--- src/hjbd_pkg.sv ---
`timescale 1ns / 1ps
// ----------------------------------------------------------------------------
// hjbd_pkg
// Types and constants of the headset jack and button detector.
// ----------------------------------------------------------------------------
package hjbd_pkg;

    localparam int UV_W  = 21;
    localparam int IDX_W = 3;

    typedef logic [UV_W-1:0] uv_t;

    typedef enum logic [1:0] {
        EV_JACK    = 2'd0,
        EV_PRESS   = 2'd1,
        EV_RELEASE = 2'd2
    } event_kind_t;

    typedef enum logic [1:0] {
        JACK_EMPTY = 2'd0,
        JACK_MIC   = 2'd1,
        JACK_HP    = 2'd2
    } jack_kind_t;

    typedef enum logic [1:0] {
        KEY_PLAY    = 2'd0,
        KEY_VOLUP   = 2'd1,
        KEY_VOLDOWN = 2'd2
    } key_id_t;

    localparam logic [IDX_W-1:0] REG_MEDIA_MIN   = 3'd0;
    localparam logic [IDX_W-1:0] REG_MEDIA_MAX   = 3'd1;
    localparam logic [IDX_W-1:0] REG_VOLUP_MIN   = 3'd2;
    localparam logic [IDX_W-1:0] REG_VOLUP_MAX   = 3'd3;
    localparam logic [IDX_W-1:0] REG_VOLDOWN_MIN = 3'd4;
    localparam logic [IDX_W-1:0] REG_VOLDOWN_MAX = 3'd5;

    localparam uv_t RST_MEDIA_MIN   = 21'd0;
    localparam uv_t RST_MEDIA_MAX   = 21'd150000;
    localparam uv_t RST_VOLUP_MIN   = 21'd150000;
    localparam uv_t RST_VOLUP_MAX   = 21'd400000;
    localparam uv_t RST_VOLDOWN_MIN = 21'd400000;
    localparam uv_t RST_VOLDOWN_MAX = 21'd600000;

    typedef struct packed {
        logic        valid;
        event_kind_t event_kind;
        jack_kind_t  jack_kind;
        logic        headphone_present;
        logic        mic_present;
        logic        mic_reported;
        key_id_t     key_id;
        logic        key_down;
    } result_t;

endpackage

--- src/headset_jack_and_button_detector.sv ---
`timescale 1ns / 1ps
// ----------------------------------------------------------------------------
// headset_jack_and_button_detector
// Usage:
//   The input channel (in_valid / in_stall) takes one pin-change item per
//   cycle while in_stall is low: mode, detect_level, key_level, adc_uv and
//   adc_ok. Jack items track insertion and removal and tell a 4-pole headset
//   from a 3-pole headphone; key items decode the button voltage against
//   three programmable ranges. The output channel (out_valid / out_stall)
//   gives at most one result item for each input item; items that cause no
//   result are absorbed silently. An accepted item passes through one input
//   register, then one compare stage into the result register. Throughput is
//   one item per cycle while no result is stalled, set by the single compare
//   stage that also updates jack state. While out_stall holds a result, one
//   more item waits in the input register and in_stall rises only when that
//   register is also full. The range registers are written through cfg_we /
//   cfg_index / cfg_data; indexes above five are ignored.
//   Reset clears the jack state and key marks, empties both registers and
//   loads the default ranges.
// ----------------------------------------------------------------------------
module headset_jack_and_button_detector
    import hjbd_pkg::*;
(
    input  logic             clk,
    input  logic             rst_n,
    input  logic             in_valid,
    output logic             in_stall,
    input  logic             mode,
    input  logic             detect_level,
    input  logic             key_level,
    input  logic [UV_W-1:0]  adc_uv,
    input  logic             adc_ok,
    output logic             out_valid,
    input  logic             out_stall,
    output logic [1:0]       event_kind,
    output logic [1:0]       jack_kind,
    output logic             headphone_present,
    output logic             mic_present,
    output logic             mic_reported,
    output logic [1:0]       key_id,
    output logic             key_down,
    input  logic             cfg_we,
    input  logic [IDX_W-1:0] cfg_index,
    input  logic [UV_W-1:0]  cfg_data
);

    uv_t        media_min_reg, media_max_reg;
    uv_t        volup_min_reg, volup_max_reg;
    uv_t        voldown_min_reg, voldown_max_reg;

    logic       s1_valid_reg;
    logic       s1_mode_reg, s1_det_reg, s1_key_reg, s1_ok_reg;
    uv_t        s1_adc_reg;

    jack_kind_t jack_state_reg, jack_state_next;
    logic [2:0] pressed_marks_reg, pressed_marks_next;
    result_t    out_reg;
    result_t    res;

    logic       s1_adv;
    logic       in_accept;
    uv_t        v;
    logic       hit_media, hit_volup, hit_voldown;
    logic       occupied;

    assign s1_adv    = s1_valid_reg && (!out_reg.valid || !out_stall);
    assign in_stall  = s1_valid_reg && !s1_adv;
    assign in_accept = in_valid && !in_stall;

    // configuration
    always_ff @(posedge clk or negedge rst_n)
    begin
        if (!rst_n)
        begin
            media_min_reg   <= RST_MEDIA_MIN;
            media_max_reg   <= RST_MEDIA_MAX;
            volup_min_reg   <= RST_VOLUP_MIN;
            volup_max_reg   <= RST_VOLUP_MAX;
            voldown_min_reg <= RST_VOLDOWN_MIN;
            voldown_max_reg <= RST_VOLDOWN_MAX;
        end
        else if (cfg_we)
        begin
            case (cfg_index)
                REG_MEDIA_MIN:   media_min_reg   <= cfg_data;
                REG_MEDIA_MAX:   media_max_reg   <= cfg_data;
                REG_VOLUP_MIN:   volup_min_reg   <= cfg_data;
                REG_VOLUP_MAX:   volup_max_reg   <= cfg_data;
                REG_VOLDOWN_MIN: voldown_min_reg <= cfg_data;
                REG_VOLDOWN_MAX: voldown_max_reg <= cfg_data;
                default:         ;
            endcase
        end
    end

    // input register
    always_ff @(posedge clk or negedge rst_n)
    begin
        if (!rst_n)
        begin
            s1_valid_reg <= 1'b0;
        end
        else if (in_accept)
        begin
            s1_valid_reg <= 1'b1;
        end
        else if (s1_adv)
        begin
            s1_valid_reg <= 1'b0;
        end
    end

    always_ff @(posedge clk)
    begin
        if (in_accept)
        begin
            s1_mode_reg <= mode;
            s1_det_reg  <= detect_level;
            s1_key_reg  <= key_level;
            s1_adc_reg  <= adc_uv;
            s1_ok_reg   <= adc_ok;
        end
    end

    // event decode
    assign v           = s1_ok_reg ? s1_adc_reg : '0;
    assign hit_media   = (v >= media_min_reg) && (v <= media_max_reg);
    assign hit_volup   = (v >= volup_min_reg) && (v <= volup_max_reg);
    assign hit_voldown = (v >= voldown_min_reg) && (v <= voldown_max_reg);
    assign occupied    = (jack_state_reg != JACK_EMPTY);

    always_comb
    begin
        res                   = '0;
        res.event_kind        = EV_JACK;
        res.jack_kind         = JACK_EMPTY;
        res.key_id            = KEY_PLAY;
        jack_state_next       = jack_state_reg;
        pressed_marks_next    = pressed_marks_reg;
        if (!s1_mode_reg)
        begin
            if (s1_det_reg)
            begin
                if (occupied)
                begin
                    res.valid        = 1'b1;
                    res.mic_reported = (jack_state_reg == JACK_MIC);
                    jack_state_next  = JACK_EMPTY;
                end
            end
            else if (!occupied)
            begin
                res.valid             = 1'b1;
                res.headphone_present = 1'b1;
                if (s1_key_reg)
                begin
                    res.jack_kind    = JACK_MIC;
                    res.mic_present  = 1'b1;
                    res.mic_reported = 1'b1;
                    jack_state_next  = JACK_MIC;
                end
                else
                begin
                    res.jack_kind    = JACK_HP;
                    jack_state_next  = JACK_HP;
                end
            end
        end
        else if (jack_state_reg == JACK_MIC && !s1_det_reg)
        begin
            if (!s1_key_reg)
            begin
                res.event_kind = EV_PRESS;
                res.key_down   = 1'b1;
                if (hit_media)
                begin
                    res.valid             = 1'b1;
                    res.key_id            = KEY_PLAY;
                    pressed_marks_next[0] = 1'b1;
                end
                else if (hit_volup)
                begin
                    res.valid             = 1'b1;
                    res.key_id            = KEY_VOLUP;
                    pressed_marks_next[1] = 1'b1;
                end
                else if (hit_voldown)
                begin
                    res.valid             = 1'b1;
                    res.key_id            = KEY_VOLDOWN;
                    pressed_marks_next[2] = 1'b1;
                end
            end
            else
            begin
                res.event_kind = EV_RELEASE;
                if (pressed_marks_reg[0])
                begin
                    res.valid             = 1'b1;
                    res.key_id            = KEY_PLAY;
                    pressed_marks_next[0] = 1'b0;
                end
                else if (pressed_marks_reg[1])
                begin
                    res.valid             = 1'b1;
                    res.key_id            = KEY_VOLUP;
                    pressed_marks_next[1] = 1'b0;
                end
                else if (pressed_marks_reg[2])
                begin
                    res.valid             = 1'b1;
                    res.key_id            = KEY_VOLDOWN;
                    pressed_marks_next[2] = 1'b0;
                end
            end
        end
    end

    // state and result register
    always_ff @(posedge clk or negedge rst_n)
    begin
        if (!rst_n)
        begin
            jack_state_reg    <= JACK_EMPTY;
            pressed_marks_reg <= 3'b000;
            out_reg           <= '0;
        end
        else if (s1_adv)
        begin
            jack_state_reg    <= jack_state_next;
            pressed_marks_reg <= pressed_marks_next;
            out_reg           <= res;
        end
        else if (!out_stall)
        begin
            out_reg.valid     <= 1'b0;
        end
    end

    assign out_valid         = out_reg.valid;
    assign event_kind        = out_reg.event_kind;
    assign jack_kind         = out_reg.jack_kind;
    assign headphone_present = out_reg.headphone_present;
    assign mic_present       = out_reg.mic_present;
    assign mic_reported      = out_reg.mic_reported;
    assign key_id            = out_reg.key_id;
    assign key_down          = out_reg.key_down;

`ifndef NO_ASSERTIONS
    // key items only ever come out with a headset in
    a_key_needs_mic: assert property (@(posedge clk) disable iff (!rst_n)
        out_reg.valid && out_reg.event_kind != EV_JACK |-> jack_state_reg == JACK_MIC)
        else $error("key item without headset");

    a_press_marked: assert property (@(posedge clk) disable iff (!rst_n)
        out_reg.valid && out_reg.event_kind == EV_PRESS |->
            pressed_marks_reg[out_reg.key_id])
        else $error("pressed key not marked");

    a_release_unmarked: assert property (@(posedge clk) disable iff (!rst_n)
        out_reg.valid && out_reg.event_kind == EV_RELEASE |->
            !pressed_marks_reg[out_reg.key_id])
        else $error("released key still marked");

    a_stall_holds_input: assert property (@(posedge clk) disable iff (!rst_n)
        in_stall |=> s1_valid_reg && $stable(s1_adc_reg) && $stable(s1_mode_reg))
        else $error("input register changed while stalled");
`endif

endmodule
--- config.mk ---
export PLATFORM = sky130hd
export DESIGN_NAME = headset_jack_and_button_detector
export DESIGN_NICKNAME = d
export VERILOG_FILES = /design/src/hjbd_pkg.sv /design/src/headset_jack_and_button_detector.sv
export SDC_FILE = /design/constraint.sdc
export NUM_CORES = 1
export LEC_CHECK = 0
export ABC_AREA = 0
export BUFFER_PORTS_ARGS = -buffer_cell sky130_fd_sc_hd__buf_2
export CAP_MARGIN = 15
export CORE_MARGIN = 5
export CORE_UTILIZATION = 50
export CTS_CLUSTER_DIAMETER = 60
export DETAILED_ROUTE_END_ITERATION = 10
export PLACE_DENSITY = 0.68
export SETUP_SLACK_MARGIN = 0.3
export SLEW_MARGIN = 10
export SYNTH_ARGS = -nofsm -noshare
export SYNTH_HDL_FRONTEND = slang
export SYNTH_SLANG_ARGS = --single-unit
export TNS_END_PERCENT = 5
--- constraint.sdc ---
create_clock -name clk -period 3.7 [get_ports clk]
set_input_delay 0.74 -clock clk [delete_from_list [all_inputs] [get_ports clk]]
set_output_delay 0.74 -clock clk [all_outputs]
set_load 0.01 [all_outputs]
* Yosys cells after proc, flatten, opt, wreduce, memory -nomap -nowiden
Cells that the tools add are included.
** Storage, ports and cells
- Register bits after elaboration :: 168
- Input bits :: 54
- Output and inout bits :: 12
- Logic and storage cells :: 119
** Operators by class
- $lt $le $gt $ge :: 6
- Equal/unequal tests :: 13
- Mux-type cells :: 46
- Bitwise gates (word level) :: 1
- Reductions and logical operators :: 29
** Operators by type and width (number)
- $ge 21x21->1 :: 3
- $le 21x21->1 :: 3
- $mux 2 :: 15
- $mux 1 :: 22
- $mux 21 :: 1
- $mux 3 :: 5
- $reduce_and 2->1 :: 6
- $mux 5 :: 2
- $ne 2x2->1 const B :: 5
- $reduce_bool 2->1 :: 5
- $reduce_and 4->1 :: 2
- $reduce_and 8->1 :: 1
- $logic_and 1x1->1 :: 7
- $eq 3x2->1 const B :: 2
- $eq 3x3->1 const B :: 2
- $reduce_and 6->1 :: 1
- $logic_not 1->1 :: 5
- $mux 4 :: 1
- $ne 2x1->1 const B :: 2
- $eq 3x1->1 const B :: 1
- $logic_not 3->1 :: 1
- $eq 2x1->1 const B :: 1
- $logic_or 1x1->1 :: 1
- $not 1->1 :: 1

* Logic depth before layout (Yosys ltp)
Gate-level depths: netlist (run 1).
- Word-level depth :: 10
- Mapped depth :: 11
- Gate-level depth less buffers :: 10

* Worst setup path after synthesis (run 1)
Ideal clock, no wire load.
- Kind :: register to register
- Start point :: reg s1_ok_reg
- End point :: reg out_reg (netlist bit key_id[1])
- Library setup time :: 0.126 ns
- Arrival time :: 2.679 ns
- Slack :: 0.895 ns
- Stages on the path, launching flop included :: 12
- Path buffers :: 1
- Cells stage by stage :: edfxtp_1 clkbuf_1 and2_1 ha_1 and4b_1 a311o_1 a21o_1 a221oi_2 o31ai_1 a22oi_2 nor4b_2 a221o_1
** Between the ends
- Word-level cells in the longest chain between the ends :: 9
- Elaborated cells between the ends (all ways) :: 16
- Classes of those cells :: order compare (6); mux (7); reduce/logical (3)
** RTL lines
- start: declaration :: RTL line headset_jack_and_button_detector.sv:52 : logic s1_mode_reg, s1_det_reg, s1_key_reg, s1_ok_reg;
- start signal: assignment :: RTL line headset_jack_and_button_detector.sv:121 : s1_ok_reg <= adc_ok;
- $mux 21 (*) :: RTL line headset_jack_and_button_detector.sv:126 : assign v = s1_ok_reg ? s1_adc_reg : '0;
- $ge 21x21->1 or $le 21x21->1 (tied branches) :: RTL line headset_jack_and_button_detector.sv:129 : assign hit_voldown = (v >= voldown_min_reg) && (v <= voldown_max_reg);
- $logic_and 1x1->1 :: RTL line headset_jack_and_button_detector.sv:129
- $mux 2 :: RTL line headset_jack_and_button_detector.sv:187 : else if (hit_voldown)
- $mux 2 :: RTL line headset_jack_and_button_detector.sv:181 : else if (hit_volup)
- $mux 2 (*) :: RTL line headset_jack_and_button_detector.sv:175 : if (hit_media)
- $mux 2 (*) :: RTL line headset_jack_and_button_detector.sv:171 : if (!s1_key_reg)
- $mux 3 (*) :: RTL line headset_jack_and_button_detector.sv:169 : else if (jack_state_reg == JACK_MIC && !s1_det_reg)
- $mux 3 (*) :: RTL line headset_jack_and_button_detector.sv:140 : if (!s1_mode_reg)
- end signal: assignment :: RTL line headset_jack_and_button_detector.sv:232 : out_reg <= res;
- end: declaration :: RTL line headset_jack_and_button_detector.sv:57 : result_t out_reg;
Mark *: on every way between the ends. The rest lies on a longest branch, timed or not.
A chain may end at the register's enable or synchronous reset.

* Worst setup path after layout (run 1)
Same ends and word-level chain as after synthesis.

==> flow_summary.json, run 1 <==
{
  "die_y_um": 146,
  "dp_hpwl_um": 16100,
  "clkLatencyLatePin_ns": 0.44,
  "post-route-period-util": 0.795,
  "syn-num-nets": 1088,
  "endpoint_kind": "register",
  "cts_resized": 0,
  "grt_overflow": 0,
  "via_count": 6741,
  "netlist_area_mm2": 0.00931,
  "wire_per_inst_um": 18.1,
  "wl_um": 22300,
  "start_kind": "register",
  "ys_types": 62,
  "cts_setup_buffers": 0,
  "ant_nets": 0,
  "syn_avg_cell_area_um2": 10.2,
  "synthArstFlopShare": 0.849,
  "setup_viol": 0,
  "yosysWarnings": 0,
  "grtUsageMet3": 0.0400,
  "cts_tree": "done",
  "place_congestion": 0.858,
  "grt_pass1_wl_um": 37100,
  "layout-drive-gt1-share": 0.210,
  "routed_via_density": 5.48,
  "num_antenna_cells": 0,
  "placed_area_mm2": 0.00995,
  "fin_ws_ns": 0.758,
  "max_cap_viol_count": 0,
  "final_common_cell": "ha_1",
  "worstPathMaxFanout": 6,
  "cp.arrival_ns": 3.26,
  "max_slew_margin": 0.602,
  "grt_max_degree": 57,
  "core_mm2": 0.0185,
  "initial_core_util": 0.503,
  "final_cell_mix": "ha_1, inv_1, nand2_1, dfrtp_1, o21ai_0",
  "grtUsageMet1": 0.295,
  "place_inst": 1195,
  "rsz0062_at_grt": "false",
  "cp_data_required_time_ns": 4.02,
  "cellLeakagePower_nw": 5.10,
  "synth_seq_cells": 166,
  "htreeDepth": 4,
  "syn_inst": 911,
  "peakVddDrop_mv": 0.318,
  "drc": 0,
  "track_usage": 0.220,
  "grt.busiest_layer": "met2",
  "holdWs_ns": 0.261,
  "fp-row-count": 50,
  "met2_usage": 0.354,
  "nets": 1159,
  "worst_pin_slew_ns": 0.597,
  "drt_first_pass_iters": 5,
  "path_class": "reg -> reg",
  "fp.dieArea_mm2": 0.0215,
  "grt_pass1_vias": 7072,
  "ios": 66,
  "syn2layout_area_growth_pct": 13.1,
  "final_util": 0.569,
  "die_w_um": 146,
  "timing.final.crit_period_ns": 2.94,
  "holdBufCountCts": 0,
  "finalInstanceArea_mm2": 0.0105,
  "synth-main-ff-cell": "dfrtp_1",
  "cts_num_sinks": 166,
  "drt_iter0_drc": 459,
  "fmax_mhz": 340,
  "clockRootBuffer": "clkbuf_16",
  "pre_cts_slack_ns": 0.480,
  "power_density_mw_per_mm2": 542,
  "tns_ns": 0,
  "numCtsBuffers": 17,
  "ys_seq_area_frac": 0.464,
  "finClkSkew_ns": 0.00918,
  "synth_edf_count": 25,
  "slew_violations": 0,
  "status": "finished clean",
  "cts_buffer_depth": 2,
  "portBuffers": 65,
  "hold_class": "in -> async",
  "antenna_found_initial": 0,
  "finalNonFillerCells": 1229,
  "hold_viol": 0,
  "clk_pin_slew_ns": 0.07,
  "total_power_mw": 5.72
}
## final cells by class
type                            count  area, um2
Timing Repair Buffer               78        429
Sequential cell                   166       4320
Inverter                          123        462
Clock inverter                     14        143
Multi-Input combinational cell    596       4460
Tap cell                          234        293
Fill cell                        1594       7980
Clock buffer                       18        429
## worst paths after layout
check,end,start,slack [ns],cells past startpoint
min in group clk,s1_adc_reg[9]$_DFFE_PP_,adc_uv[9],0.47,1
setup reg to reg,key_id[1]$_DFFE_PN0P_,s1_ok_reg$_DFFE_PP_,0.76,10
max in group asynchronous,voldown_max_reg[19]$_DFFE_PN1P_,rst_n,2.56,2
setup / recovery,key_id[1]$_DFFE_PN0P_,s1_ok_reg$_DFFE_PP_,0.76,10
hold / removal,volup_max_reg[4]$_DFFE_PN0P_,rst_n,0.26,1
hold reg to reg,headphone_present$_DFFE_PN0P_,headphone_present$_DFFE_PN0P_,0.49,2
## cell families (layout without fill, tap and decap cells)
logic type | count (synthesis) | after routing | synth area share
xor+xnor | 3 | 3 | 0.00282
fa+ha+maj | 125 | 125 | 0.168
flops | 166 | 166 | 0.464
buf+inv | 149 | 233 | 0.0617
mux | 52 | 52 | 0.0627
simple gates | 225 | 225 | 0.118
compound gates | 191 | 191 | 0.123
## per-layer routing
layer / vias up / wire length [um]
li1: 3300 / -
met1: 3252 / 10200
met2: 141 / 10400
met3: 48 / 916
met4: 0 / 738
met5: - / 0
## Yosys cell counts, types with 5 or more instances
| master | count | area share |
|---|---|---|
| dfrtp_1 | 105 | 0.28 |
| ha_1 | 123 | 0.17 |
| nand3_1 | 20 | 0.011 |
| inv_1 | 122 | 0.049 |
| clkbuf_1 | 19 | 0.0077 |
| nand4_1 | 15 | 0.010 |
| o21ai_0 | 88 | 0.047 |
| edfxtp_1 | 25 | 0.081 |
| nand2_1 | 113 | 0.046 |
| and2_1 | 21 | 0.014 |
| nor2_1 | 21 | 0.0085 |
| and4_1 | 5 | 0.0047 |
| a21o_1 | 17 | 0.014 |
| mux2_2 | 51 | 0.062 |
| nor3_1 | 5 | 0.0027 |
| a21oi_1 | 38 | 0.020 |
| dfstp_2 | 36 | 0.10 |
| o21ai_1 | 11 | 0.0059 |
## power by group
group / leakage [nW] / internal, mW / switching, mW
registers: 1.91 / 2.28 / 0.163
clock network: 0.270 / 0.944 / 0.808
logic: 2.91 / 0.641 / 0.882
total: 5.10 / 3.86 / 1.85
## critical path, stage by stage (launching register included)
cell,delay (ns)
edfxtp_1,0.45
buf_4,0.19
and2_1,0.22
ha_1,0.33
and4_1,0.24
a221o_1,0.35
a31oi_1,0.17
nand4b_1,0.17
a21oi_2,0.34
nor4b_2,0.10
a221o_1,0.28
Power figures use the tool's default switching activity.
==> run 2, diff against run 1 <==
Clock period 3.7 ns to 3.1 ns, I/O delays scaled along.
==> run 2 against run 1 <==
Compared with the run above:
- die area did not move
- wire length rose by 4.3%
- register-to-register slack got worse by 0.44 ns
==> flow_summary.json, run 2 (synthesis gave the netlist of run 1 again) <==
{
  "clkLatencyLatePin_ns": 0.44,
  "clockRootBuffer": "clkbuf_16",
  "multi_input_area_mm2": 0.00481,
  "ios": 66,
  "wire_per_inst_um": 18.8,
  "cp-startpoint": "s1_ok_reg$_DFFE_PP_",
  "cts_tree": "done",
  "start_kind": "register",
  "endpoint_kind": "register",
  "grt_pass1_wl_um": 36600,
  "pre_cts_slack_ns": 0.0716,
  "dp_hpwl_um": 16300,
  "post-route-period-util": 0.899,
  "holdBufCountCts": 0,
  "syn2layout_area_growth_pct": 17.9,
  "drt_first_pass_iters": 5,
  "drt_iter0_drc": 427,
  "ant_nets": 0,
  "peakVddDrop_mv": 0.440,
  "initial_core_util": 0.503,
  "die_y_um": 146,
  "crit-reg2reg-launch": "s1_ok_reg$_DFFE_PP_",
  "place_congestion": 0.846,
  "track_usage": 0.217,
  "hold_class": "in -> async",
  "slew_violations": 0,
  "rsz0062_at_grt": "true",
  "worstPathMaxFanout": 6,
  "cts_buffer_depth": 2,
  "layout-drive-gt1-share": 0.272,
  "fin_ws_ns": 0.314,
  "grt_max_degree": 70,
  "via_count": 6891,
  "nets": 1166,
  "num_antenna_cells": 0,
  "grt_pass1_vias": 6900,
  "path_class": "reg -> reg",
  "wl_um": 23200,
  "portBuffers": 65,
  "power_density_mw_per_mm2": 647,
  "max_cap_viol_count": 0,
  "worst_pin_slew_ns": 0.693,
  "antenna_found_initial": 0,
  "drc": 0,
  "cp.arrival_ns": 3.11,
  "hold_viol": 0,
  "tns_ns": 0,
  "htreeDepth": 4,
  "fill_cells": 1536,
  "grt_overflow": 0,
  "final_cell_mix": "inv_1, nand2_1, ha_1, dfrtp_1, o21ai_0",
  "fp-row-count": 50,
  "finClkSkew_ns": 0.0105,
  "core_mm2": 0.0185,
  "routed_via_density": 5.58,
  "final_common_cell": "inv_1",
  "numCtsBuffers": 17,
  "max_slew_margin": 0.538,
  "setup_viol": 0,
  "timing.final.crit_period_ns": 2.79,
  "cp_data_required_time_ns": 3.42,
  "status": "finished clean",
  "die_w_um": 146,
  "holdWs_ns": 0.199,
  "fmax_mhz": 359,
  "register_area_mm2": 0.00432,
  "clk_pin_slew_ns": 0.07,
  "fp.dieArea_mm2": 0.0215,
  "cellLeakagePower_nw": 5.21,
  "cts_num_sinks": 166
}
==> run 2: area by class of cell <==
type,count,share of cell area
clock inverters,14,0.0136
repair buffers,85,0.0472
flip-flops and latches,166,0.394
multi-input cells,596,0.438
clock buffers,18,0.0391
well taps,234,0.0267
inverters,123,0.0420
==> run 2: path summary, 6_finish.rpt <==
path / to / slack [ns] / cells after the start
max: key_id[1]$_DFFE_PN0P_ / 0.31 / 12
min: media_max_reg[3]$_DFFE_PN0P_ / 0.20 / 1
max reg2reg: key_id[1]$_DFFE_PN0P_ / 0.31 / 12
min reg2reg: mic_reported$_DFFE_PN0P_ / 0.47 / 2
max in group asynchronous: voldown_max_reg[16]$_DFFE_PN1P_ / 2.06 / 2
min in group clk: s1_adc_reg[4]$_DFFE_PP_ / 0.35 / 1
==> run 2: routing by layer <==
layer | vias to the layer above | global-route usage | share of wire
li1 | 3313 | - | -
met1 | 3365 | 0.287 | 0.45
met2 | 170 | 0.360 | 0.48
met3 | 43 | 0.0403 | 0.048
met4 | 0 | 0.0753 | 0.026
met5 | - | 0 | 0
==> run 2: stage by stage <==
stage / area, um2 / power [mW] / cells / utilization
5_1_grt: 11000 / 7.51 / 1236 / 0.593
3_5_place_dp: 9980 / 4.76 / 1195 / 0.539
3_3_place_gp: 9980 / 4.70 / 1195 / 0.539
2_1_floorplan: 9320 / 4.16 / 911 / -
6_report: 11000 / 7.10 / 1236 / 0.593
4_1_cts: 10700 / 6.96 / 1232 / 0.577
==> run 2: repair_timing <==
action                                 4_1_cts  5_1_grt
setup endpoints to repair                    6        6
endpoints found under the hold margin        0        0
setup buffers                                5        4
pin swaps                                    8       31
gates resized for setup                     30       59
==> run 2: worst max-delay path, stage by stage, from the launching register on <==
cell and delay, ns:
edfxtp_1 0.45, buf_6 0.16, buf_4 0.15, and2_4 0.17, ha_4 0.22, nor2b_1 0.13
o21ai_2 0.15, nand3_2 0.12, a221oi_2 0.28, o31ai_1 0.11, a22oi_2 0.35, nor4b_4 0.09
a221o_1 0.28
==> run 2: report_power, final <==
group	internal, mW	leakage (nW)	switching, mW	total, mW
logic	0.893	3.02	1.17	2.07
registers	2.72	1.91	0.201	2.92
clock network	1.20	0.277	0.921	2.12
==> run 3, diff against run 2 <==
Settings changed: ABC_AREA 0 to 1.
==> run 3 against run 2 <==
Compared with the run above:
- largest cell class unchanged
- global-route usage rose by 1.5 points
- maximum frequency rose by 11%
- non-clock buffer count fell by 10
- sequential power barely moved
- register-to-register slack improved by 0.28 ns
- critical path depth rose by 4
- largest power group unchanged
- final area rose by 0.32%
- combinational power barely moved
- synthesized cell count rose by 31%
- wire length rose by 7.7%
- clock-buffer cell count rose by 9
==> flow_summary.json, run 3 <==
{
  "total_power_mw": 7.11,
  "endpoint_kind": "register",
  "cp_data_required_time_ns": 3.41,
  "synth_edf_count": 25,
  "status": "finished clean",
  "path_class": "reg -> reg",
  "cp.arrival_ns": 2.81,
  "ys_types": 34,
  "fp-row-count": 51,
  "path_buf_inv": 3,
  "post-route-period-util": 0.807,
  "critical-path-max-stage-delay_ns": 0.35,
  "worstPathMaxFanout": 27,
  "ios": 66,
  "wire_per_inst_um": 16.3,
  "nets": 1431,
  "hold_viol": 0,
  "cts_num_sinks": 166,
  "holdWs_ns": 0.152,
  "clockRootBuffer": "clkbuf_16",
  "fmax_mhz": 400,
  "rsz0062_at_grt": "false",
  "fp.dieArea_mm2": 0.0225,
  "peakVddDrop_mv": 0.351,
  "syn-num-nets": 1367,
  "clkLatencyLatePin_ns": 0.42,
  "final_common_cell": "nand2_1",
  "drt_iter0_drc": 617,
  "max_slew_margin": 0.629,
  "numCtsBuffers": 17,
  "finalNonFillerCells": 1532,
  "syn2layout_area_growth_pct": 12.3,
  "portBuffers": 65,
  "drt_first_pass_iters": 5,
  "dp_hpwl_um": 18600,
  "die_y_um": 150,
  "antenna_found_initial": 0,
  "yosys-top-cells-area": "dfrtp_1, ha_1, nand2_1",
  "synthArstFlopShare": 0.849,
  "critical_path.slowest_cell": "edfxtp_1",
  "yosysWarnings": 0,
  "worst_pin_slew_ns": 0.557,
  "die_w_um": 150,
  "setup_viol": 0,
  "tns_ns": 0,
  "routed_via_density": 5.15,
  "power_density_mw_per_mm2": 645,
  "ant_nets": 0,
  "start_kind": "register",
  "cp_cell_sequence": "buf_6, nand2_1, inv_1, ha_1, nand2_1, inv_1, o21ai_0, nand3_1, nand3_1, nand4_1, nand2_1, nand2_2, nor2_2, nand2_1, nand2_1, nand2_1",
  "place_congestion": 0.952,
  "pre_cts_slack_ns": 0.511,
  "synth_seq_cells": 166,
  "crit_family": "simple AND/OR/NAND/NOR gates",
  "synth_common_cells": "nand2_1, inv_1, o21ai_0",
  "initial_core_util": 0.506,
  "drc": 0,
  "cts_setup_buffers": 0,
  "grt_pass1_wl_um": 40700,
  "track_usage": 0.232,
  "slew_violations": 0,
  "max_cap_viol_count": 0,
  "fin_ws_ns": 0.597,
  "synth_top_cell_area_share": 0.268,
  "cts_tree": "done",
  "hold_class": "in -> async",
  "via_count": 7891,
  "clk_pin_slew_ns": 0.06,
  "syn_avg_cell_area_um2": 8.24,
  "layout-drive-gt1-share": 0.123,
  "place_inst": 1500,
  "finClkSkew_ns": 0.00707,
  "holdBufCountCts": 0,
  "timing.final.crit_period_ns": 2.50,
  "grt_pass1_vias": 7669,
  "core_mm2": 0.0194,
  "final_cell_mix": "nand2_1, inv_1, o21ai_0, ha_1, dfrtp_1",
  "synth-main-ff-cell": "dfrtp_1",
  "path_depth": 16,
  "netlist_area_mm2": 0.00981,
  "cp_common_cell": "nand2_1",
  "cellLeakagePower_nw": 5.89,
  "yosysMostFrequentCell": "nand2_1",
  "cts_buffer_depth": 2,
  "htreeDepth": 4,
  "grt_overflow": 0,
  "r2r_cells": 16,
  "ys_seq_area_frac": 0.441,
  "wl_um": 25000,
  "num_antenna_cells": 0,
  "synth_top_cell_by_area": "dfrtp_1",
  "grt_max_degree": 63,
  "syn_inst": 1190
}
## run 3: stage by stage
stage	cell area, um2	utilization
5_1_grt	11000	0.568
3_3_place_gp	10400	0.537
4_1_cts	11000	0.567
6_report	11000	0.568
2_1_floorplan	9810	-
3_5_place_dp	10400	0.537
## run 3: logic make-up after synthesis
kind of cell | share of synthesized area
adders and majority gates | 0.157
muxes | 0.00115
and+or+nand+nor | 0.192
buffers and inverters | 0.101
AOI/OAI and AO/OA | 0.108
DFF | 0.441
## run 3: cell type report
type | count | area, um2
fillers | 1820 | 8380
multi-input cells | 767 | 4500
flip-flops and latches | 166 | 4320
inverters | 227 | 852
clock buffers | 27 | 526
repair buffers | 75 | 423
well taps | 265 | 332
clock inverters | 5 | 60.1
## run 3: worst paths after layout
path / startpoint / end / slack, ns
min in group clk: adc_uv[20] / s1_adc_reg[20]$_DFFE_PP_ / 0.37
worst min-delay path: rst_n / voldown_min_reg[1]$_DFFE_PN0P_ / 0.15
worst max-delay path: s1_ok_reg$_DFFE_PP_ / out_valid$_DFFE_PN0P_ / 0.60
max in group asynchronous: rst_n / volup_min_reg[5]$_DFFE_PN1P_ / 2.12
worst max register to register: s1_ok_reg$_DFFE_PP_ / out_valid$_DFFE_PN0P_ / 0.60
worst min register to register: jack_kind[1]$_DFFE_PN0P_ / jack_kind[1]$_DFFE_PN0P_ / 0.48
## run 3: layer usage
metal	global-route usage	vias up	wire length [um]
met3	0.0503	25	1480
met1	0.343	3693	12200
met2	0.349	207	10900
met4	0.0517	0	399
li1	-	3966	-
met5	0	-	0
## run 3: worst reg2reg max path, delay by kind of cell (launching register included)
kind / cells / cell delay (ns)
AO/OA/AOI/OAI: 1 / 0.14
adder cells (fa/ha/maj): 1 / 0.31
buffers and inverters: 3 / 0.51
flip-flops: 1 / 0.35
AND/OR/NAND/NOR: 11 / 1.09
## run 3: power by group
part	switching, mW	internal, mW
Combinational	1.32	0.762
Clock	0.848	1.25
Sequential	0.249	2.68
## run 3: timing repair
item	in CTS	in global routing
endpoints found under the setup margin	0	3
endpoints found under the hold margin	0	0
resized for setup	0	2
